File: src/hdl/assert_macros.svh
// ----------------------------------------------------------------------------
// assert_macros.svh
// Assertion shorthands used by the RTL.
// ----------------------------------------------------------------------------
`ifndef ASSERT_MACROS_SVH
`define ASSERT_MACROS_SVH

// same-cycle implication
`define AST_IMPLY(label, clk, rst_n, ante, cons) \
	label: assert property (@(posedge clk) disable iff (!rst_n) (ante) |-> (cons)) \
		else $error("assertion failed");

// next-cycle implication
`define AST_NEXT(label, clk, rst_n, ante, cons) \
	label: assert property (@(posedge clk) disable iff (!rst_n) (ante) |=> (cons)) \
		else $error("assertion failed");

`endif

File: src/hdl/qbv_pkg.sv
// ----------------------------------------------------------------------------
// qbv_pkg
// Widths, types and helpers of the shortest-arc quaternion block.
// ----------------------------------------------------------------------------
package qbv_pkg;

	localparam int FRAC_BITS = 14;
	localparam int IN_W      = 16;
	localparam int THR_W     = 15;
	localparam int PROD_W    = 2 * IN_W;
	localparam int CR_W      = PROD_W + 1;
	localparam int RL_W      = PROD_W + 2;
	localparam int MAG_W     = PROD_W;
	localparam int NRM_W     = 30;
	localparam int SQ_W      = 2 * NRM_W;
	localparam int N2_W      = SQ_W + 2;
	localparam int ROOT_W    = N2_W / 2;
	localparam int REM_W     = ROOT_W + 3;
	localparam int Q_W       = 16;
	localparam int NUM_W     = NRM_W + FRAC_BITS + 1;
	localparam int DR_W      = ROOT_W + 1;
	localparam int NCOMP     = 4;
	localparam int FQ_DEPTH  = 4;
	localparam int FQ_AW     = $clog2(FQ_DEPTH);
	localparam logic [THR_W-1:0] THR_RESET = THR_W'(1);
	localparam logic [Q_W-1:0]   Q_SAT     = {1'b0, {(Q_W-1){1'b1}}};
	localparam logic [Q_W-1:0]   Q_ONE     = Q_W'(1) << FRAC_BITS;

	typedef struct packed {
		logic [NCOMP-1:0][MAG_W-1:0] mag;
		logic [NCOMP-1:0]            neg;
		logic                        opp;
	} fq_entry_t;

	typedef struct packed {
		logic full;
		logic empty;
	} fq_stat_t;

	typedef struct packed {
		logic [NCOMP-1:0][NRM_W-1:0] m;
		logic [NCOMP-1:0]            neg;
		logic                        opp;
	} nrm_t;

	function automatic logic [IN_W:0] mag_in(input logic signed [IN_W-1:0] v);
		logic signed [IN_W:0] e;
		e = {v[IN_W-1], v};
		mag_in = e[IN_W] ? $unsigned(-e) : $unsigned(e);
	endfunction

endpackage

File: src/hdl/qbv_queue.sv
// ----------------------------------------------------------------------------
// qbv_queue
// Short queue between the classify front and the normalize back.
// ----------------------------------------------------------------------------
module qbv_queue (
	input  logic               clk,
	input  logic               arst_n,
	input  logic               push,
	input  qbv_pkg::fq_entry_t din,
	input  logic               pop,
	output qbv_pkg::fq_entry_t dout,
	output qbv_pkg::fq_stat_t  stat
);

	localparam int AW = qbv_pkg::FQ_AW;

	qbv_pkg::fq_entry_t mem [qbv_pkg::FQ_DEPTH];
	logic [AW-1:0]      wr_ptr_q, rd_ptr_q;
	logic [AW:0]        cnt_q;

	assign stat.full  = cnt_q == (AW+1)'(qbv_pkg::FQ_DEPTH);
	assign stat.empty = cnt_q == '0;
	assign dout       = mem[rd_ptr_q];

	always_ff @(posedge clk or negedge arst_n) begin
		if (!arst_n) begin
			wr_ptr_q <= '0;
			rd_ptr_q <= '0;
			cnt_q    <= '0;
		end else begin
			if (push) wr_ptr_q <= wr_ptr_q + AW'(1);
			if (pop)  rd_ptr_q <= rd_ptr_q + AW'(1);
			cnt_q <= cnt_q + (AW+1)'(push) - (AW+1)'(pop);
		end
	end

	always_ff @(posedge clk) begin
		if (push) mem[wr_ptr_q] <= din;
	end

endmodule

File: config.mk
export PLATFORM = sky130hd
export DESIGN_NAME = qbv_queue
export DESIGN_NICKNAME = d
export VERILOG_FILES = /design/src/hdl/assert_macros.svh /design/src/hdl/qbv_pkg.sv /design/src/hdl/qbv_queue.sv
export SDC_FILE = /design/constraint.sdc
export NUM_CORES = 1
export LEC_CHECK = 0
export ABC_AREA = 0
export BUFFER_PORTS_ARGS = -buffer_cell sky130_fd_sc_hd__buf_2
export CAP_MARGIN = 20
export CELL_PAD_IN_SITES_DETAIL_PLACEMENT = 0
export CELL_PAD_IN_SITES_GLOBAL_PLACEMENT = 1
export CORE_MARGIN = 4
export CORE_UTILIZATION = 41
export CTS_CLUSTER_DIAMETER = 150
export CTS_CLUSTER_SIZE = 30
export DETAILED_ROUTE_END_ITERATION = 12
export PLACE_DENSITY_LB_ADDON = 0.1
export SYNTH_ARGS = -nofsm -noshare
export SYNTH_HDL_FRONTEND = slang
export SYNTH_SLANG_ARGS = --single-unit
export TNS_END_PERCENT = 10
File: constraint.sdc
create_clock -name clk -period 12.7 [get_ports clk]
set_input_delay 0.635 -clock clk [delete_from_list [all_inputs] [get_ports clk]]
set_output_delay 0.635 -clock clk [all_outputs]
set_load 0.005 [all_outputs]
**After elaboration in Yosys (flattened, before gate mapping)**

Memories as Yosys holds them, arrays and structs flattened.
Index checks and enable logic that the tools add are counted.

- Add/sub/neg operators: 4
- Muxes and demuxes: 2
- Reductions and logical operators: 1
- Eq/ne operators: 1

Operators by type and width:

| cell | number |
|---|---|
| adder 2 x 1 -> 2 bit (second input constant) | 2 |
| adder 3 x 1 -> 3 bit | 1 |
| == test 3 bit (second input constant) | 1 |
| logical NOT 3 bit | 1 |
| subtractor 3 x 1 -> 3 bit | 1 |
| two-way mux 1 bit | 2 |

- Memories: 1
- Output and inout port bits: 135
- Register bits: 7
- Bits in writable memories: 532
- Logic and storage cells: 12
- Bits of input ports: 137

Memories:

| memory | words | width | rd ports | clocked after Yosys merged registers in | write ports | line | source |
|---|---|---|---|---|---|---|---|
| mem | 4 | 133 | 1 | 0 | 1 | qbv_queue.sv:17 | `qbv_pkg::fq_entry_t mem [qbv_pkg::FQ_DEPTH];` |

**Longest topological paths before layout**

- Depth in word-level cells: 2
- Mapped depth: 7

**Least setup slack after synthesis**

Ideal clock, no wire load.

- Kind: input to register
- Start point: input push
- End point: memory mem[0][0] in the netlist's numbering, enable pin
- Path buffers: 0
- Data arrival time: 3.679 ns
- Path slack: 8.513 ns
- Cell stages on the path: 1
- Cells stage by stage: and2_1

- Cells in the longest elaborated chain, start to end: 2

Ends and longest elaborated chain:

| what | line | source |
|---|---|---|
| from (decl) | qbv_queue.sv:8 | `input logic push,` |
| two-way mux 1 bit | qbv_queue.sv:38 | `if (push) mem[wr_ptr_q] <= din;` |
| two-way mux 1 bit (implied by the code) | qbv_queue.sv:38 |  |
| to (decl) | qbv_queue.sv:17 |  |

No other way between the ends.

==> results.yml <==
status:
  status: "completed"
worst_setup_path:
  rr_endpoint: "mem[0][101]"
  cp.arrival_ps: 3480
  criticalPathCategory: "flip-flop to output port"
  ff2ff_path_depth: 5
  critPathMaxStageDelay_ps: 900
  crit_path_frequent_cell: "sky130_fd_sc_hd__buf_4"
  critical_path.endpoint_type: "output port"
  critPathLaunchType: "flip-flop"
  worst-r2r-setup-slack_ps: 9590
  worst_path_max_delay_cell: "sky130_fd_sc_hd__buf_4"
  critical_path_required_ps: 12060
  worst_r2r_startpoint: "wr_ptr_q[0]"
  timing.critical_path.cells: "buf_4 -> buf_4 -> mux4_2 -> buf_2"
  crit_path_max_fanout: 67
clocking:
  clock-sinks: 539
  numCtsBuffers: 21
  clockBufferDepth: 3
  clockRootBuffer: "sky130_fd_sc_hd__clkbuf_16"
  clk_transition_reported_paths_ps: 100
  clock_tree_from_tritoncts: "built"
  htree_num_levels: 1
  worstSkewPairLatency_ps: 560
floorplan:
  die_boundary_height_um: 226
  die_area_mm2: 0.0512
  design.core.area_mm2: 0.0469
  ios: 272
  placement_rows: 79
  initial_core_utilization: 0.417
  floorplan.die.width_um: 226
power:
  fin_total_pwr_mw: 4.64
  worst_ir_drop_vdd_mv: 0.114
  power_frac_seq: 0.519
  p_int_mw: 3.31
  power_density_mw_per_mm2: 209
  power.switching_fraction: 0.286
  p_leak_nw: 7.36
  power.switching_mw: 1.33
  power.clock.fraction: 0.173
  comb_power_share: 0.308
cells_and_area:
  final_layout_size_suffix_gt1_frac: 0.439
  syn_to_final_growth_pct: 13.5
  final_net_count: 1152
  fin_util: 0.474
  final_common_cell: "sky130_fd_sc_hd__edfxtp_1"
  most_used_cells_in_the_layout_excluding_fill_and_tap_cells: "532 x sky130_fd_sc_hd__edfxtp_1, 271 x sky130_fd_sc_hd__buf_2, 133 x sky130_fd_sc_hd__mux4_2, 21 x sky130_fd_sc_hd__clkbuf_16, 13 x sky130_fd_sc_hd__buf_4"
  finish.cell_count_without_fillers: 1625
synthesis:
  synth.top_cells.by_area: "sky130_fd_sc_hd__edfxtp_1 82%, sky130_fd_sc_hd__mux4_2 15%, sky130_fd_sc_hd__dfrtp_1 0.90%, sky130_fd_sc_hd__buf_2 0.41%, sky130_fd_sc_hd__buf_6 0.40%"
  syn_area_mm2: 0.0195
  seq_area_frac_synth: 0.826
  synth_warnings: 0
  synth_top_area_share: 0.817
  postSynthNetCount: 873
  syn_avg_cell_area_um2: 26.8
  synth.ff_latch_count: 539
  synth.largest_area_cell: "sky130_fd_sc_hd__edfxtp_1"
  syn_inst: 729
  ys_types: 17
grt:
  pin_count_of_the_biggest_net_entering_global_routing: 68
  grt_pass1_vias: 8917
  grt_first_pass_wirelength_mm: 57.5
  grt.overflow.total: 0
  all_layer_gr_usage: 0.150
  antenna_violations_before_repair: 8
sta:
  timing_max_transition_violations_final: 0
  final_period_minus_worst_setup_slack_ps: 4110
  slew-limit-headroom: 0.282
  fmax_mhz: 243
  setup_violations: 0
  hold-worst-slack_ps: 281
  hold_violations: 0
  tightestPinTransition_ps: 1080
  setup_tns_ps: 0
  min_period_over_period: 0.324
  clock-skew-final_ps: 15.0
  rsz0062_at_grt: "false"
placed_design:
  place.port_buffers: 271
  numPlacedInstances: 1590
  dp.final_hpwl_mm: 23.4
  finalWeightedCongestion: 0.703
detailed_routing:
  drt-vias-per-instance: 5.16
  detail_route.wl_per_cell_um: 23.9
  vias: 8381
  tritonroute_pass_1_iters: 4
  route.detailed.drc: 0
  wl_mm: 38.9
  drt.antenna.violating_nets: 0
  drc_violation_total_after_the_first_tritonroute_iteration: 495
worst_hold_path:
  timing.hold.worst_path_depth: 2
  min_to: "rd_ptr_q[0]"
  hold_class: "input pin to flip-flop"
  hp-start: "pop"
job:
  max_cap_viol_count: 0
==> registers in the layout (all words and copies together), names as in the netlist <==
| signal | flops |
|---|---|
| mem | 532 |
| cnt_q | 3 |
| rd_ptr_q | 2 |
| wr_ptr_q | 2 |
==> synth_stat cells <==
library cell / count
sky130_fd_sc_hd__nor3_1: 1
sky130_fd_sc_hd__mux4_2: 133
sky130_fd_sc_hd__clkbuf_1: 6
sky130_fd_sc_hd__buf_2: 16
sky130_fd_sc_hd__and3_1: 1
sky130_fd_sc_hd__o21ai_0: 1
sky130_fd_sc_hd__buf_6: 7
sky130_fd_sc_hd__xor2_1: 2
sky130_fd_sc_hd__inv_1: 6
sky130_fd_sc_hd__edfxtp_1: 532
sky130_fd_sc_hd__and2_1: 4
sky130_fd_sc_hd__nand2_1: 2
sky130_fd_sc_hd__dfrtp_1: 7
sky130_fd_sc_hd__fa_1: 1
sky130_fd_sc_hd__ha_1: 6
sky130_fd_sc_hd__xnor2_1: 3
sky130_fd_sc_hd__buf_4: 1
==> stage by stage <==
step / cell area (um2) / worst slack, ps
6_report: 22200 / 8590
2_1_floorplan: 19500 / 8510
5_1_grt: 22200 / 8220
3_5_place_dp: 21600 / 8820
4_1_cts: 22200 / 8180
3_3_place_gp: 21600 / 8860
==> cell type report <==
class,instances,area (um2)
antenna,4,10.0
clock buffer,29,556
fill,3919,24700
inverter,6,22.5
multi-input combinational,154,3190
sequential,539,16200
tap,607,759
timing repair buffer,286,1490
==> power by group through the flow <==
stage / clock [mW] / sequential, mW / combinational (mW)
3_3_place_gp: 0 / 2.45 / 1.48
5_1_grt: 0.914 / 2.44 / 1.57
4_1_cts: 0.843 / 2.41 / 1.49
3_5_place_dp: 0 / 2.46 / 1.48
6_report: 0.803 / 2.41 / 1.43
2_1_floorplan: 0 / 2.45 / 0.898
==> layer usage <==
metal  GRT usage  wire length (um)  up-vias
li1            -                 -     3672
met1       0.202             16100     4499
met2       0.252             19600      169
met3      0.0403              2610       33
met4      0.0253               419        8
met5           0                58        -
==> worst max-delay path, delay by kind of cell, from the launching register on <==
kind     cells  cell delay, ps
buf+inv      3            1770
flops        1             570
mux          1             470
==> worst max-delay path by stage <==
stage,start,to,slack [ps]
floorplan,push,mem[0][0],8510
global placement,rd_ptr_q[0],dout[70],8860
detailed placement,rd_ptr_q[0],dout[58],8820
CTS,rd_ptr_q[0],dout[58],8180
global route,rd_ptr_q[0],dout[94],8220
finish,rd_ptr_q[1],dout[58],8590
==> logic make-up (layout without fill, tap and decap cells) <==
family / after synthesis / count (layout) / share of synthesized area
fa+ha+maj: 7 / 7 / 0.00487
other cells: 0 / 4 / 0
simple gates: 8 / 8 / 0.00224
mux: 133 / 133 / 0.153
xor+xnor: 5 / 5 / 0.00224
flops: 539 / 539 / 0.826
compound gates: 1 / 1 / 0.000256
buf+inv: 36 / 321 / 0.0108
==> timing repair <==
item	in CTS	in global routing
setup buffers	0	0
hold buffers	1	0
gates resized for setup	0	0
endpoints found under the hold margin	7	0
Power figures use the tool's default switching activity.
